## src/mbe_pkg.sv

```systemverilog
package mbe_pkg;

   localparam int FRAC           = 28;
   localparam int MAX_ITER_DEF   = 8192;
   localparam int COORD_BITS_DEF = 10;

   localparam int CFG_W   = 32;
   localparam int CSR_IDX_W = 2;
   localparam int COUNT_W = 13;
   localparam int SHADE_W = 4;
   localparam int GLYPH_W = 8;

   localparam logic [COUNT_W-1:0] COUNT_MAX = 13'd8191;

   // register indexes on the csr port
   localparam logic [CSR_IDX_W-1:0] CSR_ORIGIN_RE = 2'd0;
   localparam logic [CSR_IDX_W-1:0] CSR_ORIGIN_IM = 2'd1;
   localparam logic [CSR_IDX_W-1:0] CSR_STEP_RE   = 2'd2;
   localparam logic [CSR_IDX_W-1:0] CSR_STEP_IM   = 2'd3;

   localparam logic signed [31:0] ORIGIN_RE_RST = -32'sd536870912;
   localparam logic signed [31:0] ORIGIN_IM_RST = -32'sd536870912;
   localparam logic [30:0]        STEP_RE_RST   = 31'd13421773;
   localparam logic [30:0]        STEP_IM_RST   = 31'd26843546;

   localparam logic [GLYPH_W-1:0] GLYPH_SPACE = 8'h20;

   // ".,'\"-+onm$#Q0BNM"
   localparam logic [GLYPH_W-1:0] SHADE_GLYPHS [16] = '{
      8'h2E, 8'h2C, 8'h27, 8'h22, 8'h2D, 8'h2B, 8'h6F, 8'h6E,
      8'h6D, 8'h24, 8'h23, 8'h51, 8'h30, 8'h42, 8'h4E, 8'h4D
   };

   typedef struct packed {
      logic accept;
      logic map;
      logic mul;
      logic add;
      logic load_out;
   } cmd_type;

   typedef struct packed {
      logic done;
   } status_type;

   // floor(log2(c)), zero for zero
   function automatic logic [SHADE_W-1:0] shade_of(logic [COUNT_W-1:0] c);
      logic [SHADE_W-1:0] s;
      s = '0;
      for (int i = 0; i < COUNT_W; i++) begin
         if (c[i]) begin
            s = SHADE_W'(i);
         end
      end
      return s;
   endfunction

endpackage

```

## src/mbe_ctrl.sv

```systemverilog
module mbe_ctrl (
   input  logic                 clock,
   input  logic                 reset,
   input  logic                 req_valid,
   output logic                 req_ready,
   output logic                 rsp_valid,
   input  logic                 rsp_ready,
   input  mbe_pkg::status_type  status,
   output mbe_pkg::cmd_type     cmd
);

   localparam logic [2:0] ST_IDLE = 3'd0;
   localparam logic [2:0] ST_MAP  = 3'd1;
   localparam logic [2:0] ST_MUL  = 3'd2;
   localparam logic [2:0] ST_ADD  = 3'd3;
   localparam logic [2:0] ST_FIN  = 3'd4;

   logic [2:0] state_ff, state_in;
   logic       rsp_valid_ff, rsp_valid_in;
   logic       slot_free;

   assign slot_free = !rsp_valid_ff || rsp_ready;
   assign req_ready = (state_ff == ST_IDLE);
   assign rsp_valid = rsp_valid_ff;

   always_comb begin
      state_in     = state_ff;
      cmd          = '0;
      unique case (state_ff)
         ST_IDLE: begin
            if (req_valid) begin
               cmd.accept = 1'b1;
               state_in   = ST_MAP;
            end
         end
         ST_MAP: begin
            cmd.map  = 1'b1;
            state_in = ST_MUL;
         end
         ST_MUL: begin
            cmd.mul  = 1'b1;
            state_in = ST_ADD;
         end
         ST_ADD: begin
            cmd.add  = 1'b1;
            state_in = status.done ? ST_FIN : ST_MUL;
         end
         ST_FIN: begin
            // hold the count until the output register frees up
            if (slot_free) begin
               cmd.load_out = 1'b1;
               state_in     = ST_IDLE;
            end
         end
         default: state_in = ST_IDLE;
      endcase
   end

   always_comb begin
      rsp_valid_in = rsp_valid_ff;
      if (cmd.load_out) begin
         rsp_valid_in = 1'b1;
      end else if (rsp_ready) begin
         rsp_valid_in = 1'b0;
      end
   end

   always_ff @(posedge clock) begin
      if (reset) begin
         state_ff     <= ST_IDLE;
         rsp_valid_ff <= 1'b0;
      end else begin
         state_ff     <= state_in;
         rsp_valid_ff <= rsp_valid_in;
      end
   end

endmodule

```

## config.mk

```make
export PLATFORM = sky130hd
export DESIGN_NAME = mbe_ctrl
export DESIGN_NICKNAME = d
export VERILOG_FILES = /design/src/mbe_pkg.sv /design/src/mbe_ctrl.sv
export SDC_FILE = /design/constraint.sdc
export NUM_CORES = 1
export LEC_CHECK = 0
export ABC_AREA = 1
export ABC_CLOCK_PERIOD_IN_PS = 1000
export BUFFER_PORTS_ARGS = -buffer_cell sky130_fd_sc_hd__buf_2
export CORE_AREA = 5 5 42 44
export CTS_CLUSTER_SIZE = 14
export DETAILED_ROUTE_END_ITERATION = 12
export DIE_AREA = 0 0 47 49
export SETUP_SLACK_MARGIN = 0.3
export SYNTH_ARGS = -nofsm -noshare
export SYNTH_HDL_FRONTEND = slang
export SYNTH_SLANG_ARGS = --single-unit
```

## constraint.sdc

```tcl
create_clock -name clock -period 1 [get_ports clock]
set_input_delay 0.1 -clock clock [delete_from_list [all_inputs] [get_ports clock]]
set_output_delay 0.1 -clock clock [all_outputs]
set_load 0.005 [all_outputs]
```

Word-level counts from Yosys, hierarchy flattened
Cells that the tools add are included.
{"block": "word_totals", "word_cells": 26, "inputBits": 5, "reg_bits": 4}
{"block": "op_classes", "eq_ne": 6, "reduce_logical": 5, "mux": 13}
{"cell": "case mux 3 bit (5 select lines)", "count": 1}
{"cell": "2-to-1 mux 1 bit", "count": 9}
{"cell": "2-to-1 mux 3 bit", "count": 3}
{"cell": "equality test 3 x 2 -> 1 bit (second input constant)", "count": 2}
{"cell": "inequality test 2 bit (second input constant)", "count": 2}
{"cell": "equality test 3 x 1 -> 1 bit (second input constant)", "count": 1}
{"cell": "equality test 3 bit (second input constant)", "count": 1}
{"cell": "zero test 3 bit", "count": 1}
{"cell": "AND reduction 2 bit", "count": 1}
{"cell": "nonzero test 2 bit", "count": 1}
{"cell": "zero test 1 bit", "count": 1}
{"cell": "logical OR 1 bit", "count": 1}

Depth between registers and ports, before layout
{"block": "logic_depth", "depth_word": 5, "depth_mapped": 5, "mapped_depth_nobuf": 4}

Worst setup path after synthesis
Ideal clock, no wire load.
{"block": "synth_timing", "kind": "register to output", "from": "register state_ff[1]", "to": "output cmd[0] (netlist bit)", "stages_incl_launch_ff": 6, "n_path_buf": 2, "required_time_ns": 0.900, "setup_slack_ns": 0.128, "arrival_ns": 0.772, "path_cell_list": "dfxtp_1 buf_6 nor2_2 nand2_1 nor2_1 buf_4"}
{"element": "from (decl)", "line_no": "mbe_ctrl.sv:18", "source": "logic [2:0] state_ff, state_in;"}
{"element": "from (signal assigned)", "line_no": "mbe_ctrl.sv:73", "source": "state_ff <= state_in;"}
{"element": "to (decl)", "line_no": "mbe_ctrl.sv:9", "source": "output mbe_pkg::cmd_type cmd"}

==> results.json <==
{
  "status": "complete, but fails checks",
  "violations": "setup timing",
  "wl_per_cell_um": 9.450,
  "cts_tree": "built",
  "finalCritPeriodShare_pct": 108.2,
  "instances_no_fill": 60,
  "track_usage_pct": 6.545,
  "seqPwrFrac_pct": 39.6,
  "critPathTopFamily": "flip-flops",
  "hold_class": "input port to flip-flop",
  "p_leak_uw": 0.0001615,
  "clk_latency_ps": 240,
  "antenna_found_initial": 0,
  "critical_path.max_stage_delay_ps": 360,
  "ant_nets": 0,
  "dp_slack_ps": 100.7,
  "p_comb_share_pct": 15.3,
  "gp_routability_congestion": 0.7999,
  "hold_start": "reset",
  "syn_to_final_growth_pct": 57.39,
  "setup_viol": 5,
  "synthCells": 31,
  "synth_fp_nets": 36,
  "cp_cell_sequence": "nor2_4 -> and3_1 -> buf_2",
  "crit_buf_inv": 1,
  "min_period_ps": 1082,
  "ys.warnings.count": 0,
  "tightest_slew_ps": 150.6,
  "place_hpwl_um": 440.4,
  "rsz0062_at_grt": "yes",
  "syn_area_per_cell_um2": 7.104,
  "slew_headroom_pct": 89.92,
  "io_buffers": 11,
  "dr_wl_met2_um": 254,
  "grt_pass1_wl_um": 952,
  "layout.nets": 51,
  "pwr_density_cell_nw_per_um2": 1322,
  "p_switching_uw": 121.9,
  "synth.distinct_cells": 15,
  "swShare_pct": 26.60,
  "worst-path-stages": 3,
  "hold_violations": 0,
  "grt_start_max_net_pins": 9,
  "fill_cells": 172,
  "setup_ws_ps": -81.66,
  "max_cap_violations": 0,
  "vias": 246,
  "timing.rr.start": "state_ff[0]$_SDFFE_PP0P_",
  "required_ps": 900,
  "dr.pass1.iters": 2,
  "multi_input_comb_area_um2": 117.6,
  "arrival_ps": 980,
  "diodes": 0,
  "die_w_um": 47,
  "cts.sinks": 4,
  "crit_fanout": 5,
  "htree_levels": 1,
  "io_pins": 12,
  "grt_overflow": 0,
  "ir_drop_mv": 0.3251,
  "seq_area_frac_synth_pct": 36.36,
  "p_clk_share_pct": 45.1,
  "wirelength_um": 567,
  "ys_ff_latch": 4,
  "fp-row-count": 14,
  "slew_viol_final": 0,
  "initialDrtViolationCount": 1,
  "path_clk_slew_ps": 40,
  "cts-root-buf": "clkbuf_4",
  "fin_worst_skew_ps": 0.6474,
  "setup.worst_path.start": "state_ff[0]$_SDFFE_PP0P_",
  "synthesis.area_um2": 220.2,
  "placed_cells": 56,
  "drive_gt1_share_pct": 61.36,
  "hold_depth": 2,
  "cp-start-kind": "flip-flop",
  "crit_path_end_kind": "output pin",
  "slowest_stage": "dfxtp_4",
  "fmax_ghz": 0.9245,
  "drt-met1-wl_um": 227,
  "r2r_cells": 3,
  "clock_path_buffers": 2,
  "crit_type": "flip-flop to output pin",
  "coreArea_um2": 1401,
  "die_h_um": 49,
  "cts_made_buffers": 3,
  "ff_latch_area_um2": 92.59,
  "routed.top_layer": "met4",
  "dieArea_um2": 2303,
  "initial_core_util_pct": 15.71,
  "via_per_inst": 4.100,
  "first_global_vias": 249,
  "p_int_uw": 336.3,
  "drc": 0,
  "wl_met3_um": 32
}
==> cell usage after synthesis (all sizes together) <==
library cell / instances / area, um^2
inv: 5 / 18.77
nor2: 6 / 25.03
nand2: 4 / 15.01
nor3: 1 / 5.000
a21oi: 3 / 22.52
nand4: 1 / 6.260
nand3: 3 / 15.01
o211ai: 1 / 7.510
dfxtp: 4 / 80.08
buf: 2 / 18.77
and3: 1 / 6.260
==> area by class of cell <==
| type | count | area share, % |
|---|---|---|
| multi-input cells | 20 | 33.94 |
| flip-flops and latches | 4 | 26.71 |
| repair buffers | 12 | 20.94 |
| clock buffers | 3 | 6.498 |
| inverters | 5 | 6.137 |
| well taps | 16 | 5.776 |
==> cells by family after synthesis <==
family	count (synthesis)	synth area share [%]
flip-flops	4	36.37
AO/OA/AOI/OAI	4	13.64
AND/OR/NAND/NOR	16	32.95
buffers and inverters	7	17.05
==> power groups by stage <==
stage          logic, uW  clock network (uW)  registers (uW)
3_5_place_dp        68.5                   0             187
6_report            70.0                 207             182
2_1_floorplan       50.5                   0             178
5_1_grt             79.6                 225             183
3_3_place_gp        68.7                   0             186
4_1_cts             71.2                 211             182
==> cells in the final DEF, fill, tap and decap left out, types with 2 or more instances in the layout <==
cell type	synthesis	final
nor2_1	5	4
nand3_1	3	3
dfxtp_4	0	3
buf_6	1	2
nand2_1	4	3
buf_2	0	10
inv_1	3	2
inv_2	2	2
a21oi_2	2	2
nor2_4	0	2
clkbuf_4	0	3
==> metrics by stage <==
| stage | TNS, ps | utilization (%) | hold WS [ps] | cell area [um^2] | total power, uW |
|---|---|---|---|---|---|
| final | -213.4 | 24.73 | 73.98 | 346.6 | 458.2 |
| after global routing | -555.8 | 24.73 | 62.68 | 346.6 | 487.7 |
| after CTS | -281.1 | 24.55 | 70.70 | 344.1 | 464.1 |
| after detailed placement | 0 | 20.63 | 324.4 | 289.0 | 255.3 |
| after global placement | 0 | 20.63 | 316.6 | 289.0 | 255.0 |
| after floorplan | 0 | - | 155.1 | 232.7 | 228.8 |
==> metal layers <==
metal,vias up,track usage (%)
li1,126,-
met1,105,6.140
met2,10,7.692
met3,5,2.583
met4,0,11.06
met5,-,0
==> worst paths after layout <==
kind / endpoint / slack (ps)
worst max register to register: state_ff[2]$_SDFFE_PP0P_ / 210
worst min register to register: rsp_valid$_SDFFE_PP0P_ / 520
worst max-delay path: cmd[4] / -80
worst min-delay path: state_ff[2]$_SDFFE_PP0P_ / 70
==> state kept, by name, summed over array words and instances, names as in the netlist <==
register and count:
rsp_valid 1, state_ff 3
==> timing repair <==
action                                 in CTS  in global routing
buffers inserted                            1                  0
setup endpoints to repair                  11                 11
gates cloned                                0                  0
pin swaps                                   1                  1
endpoints found under the hold margin       0                  0
resized for setup                           9                  1
hold buffers                                0                  0
Note: power is estimated with default switching activity, not from simulation.
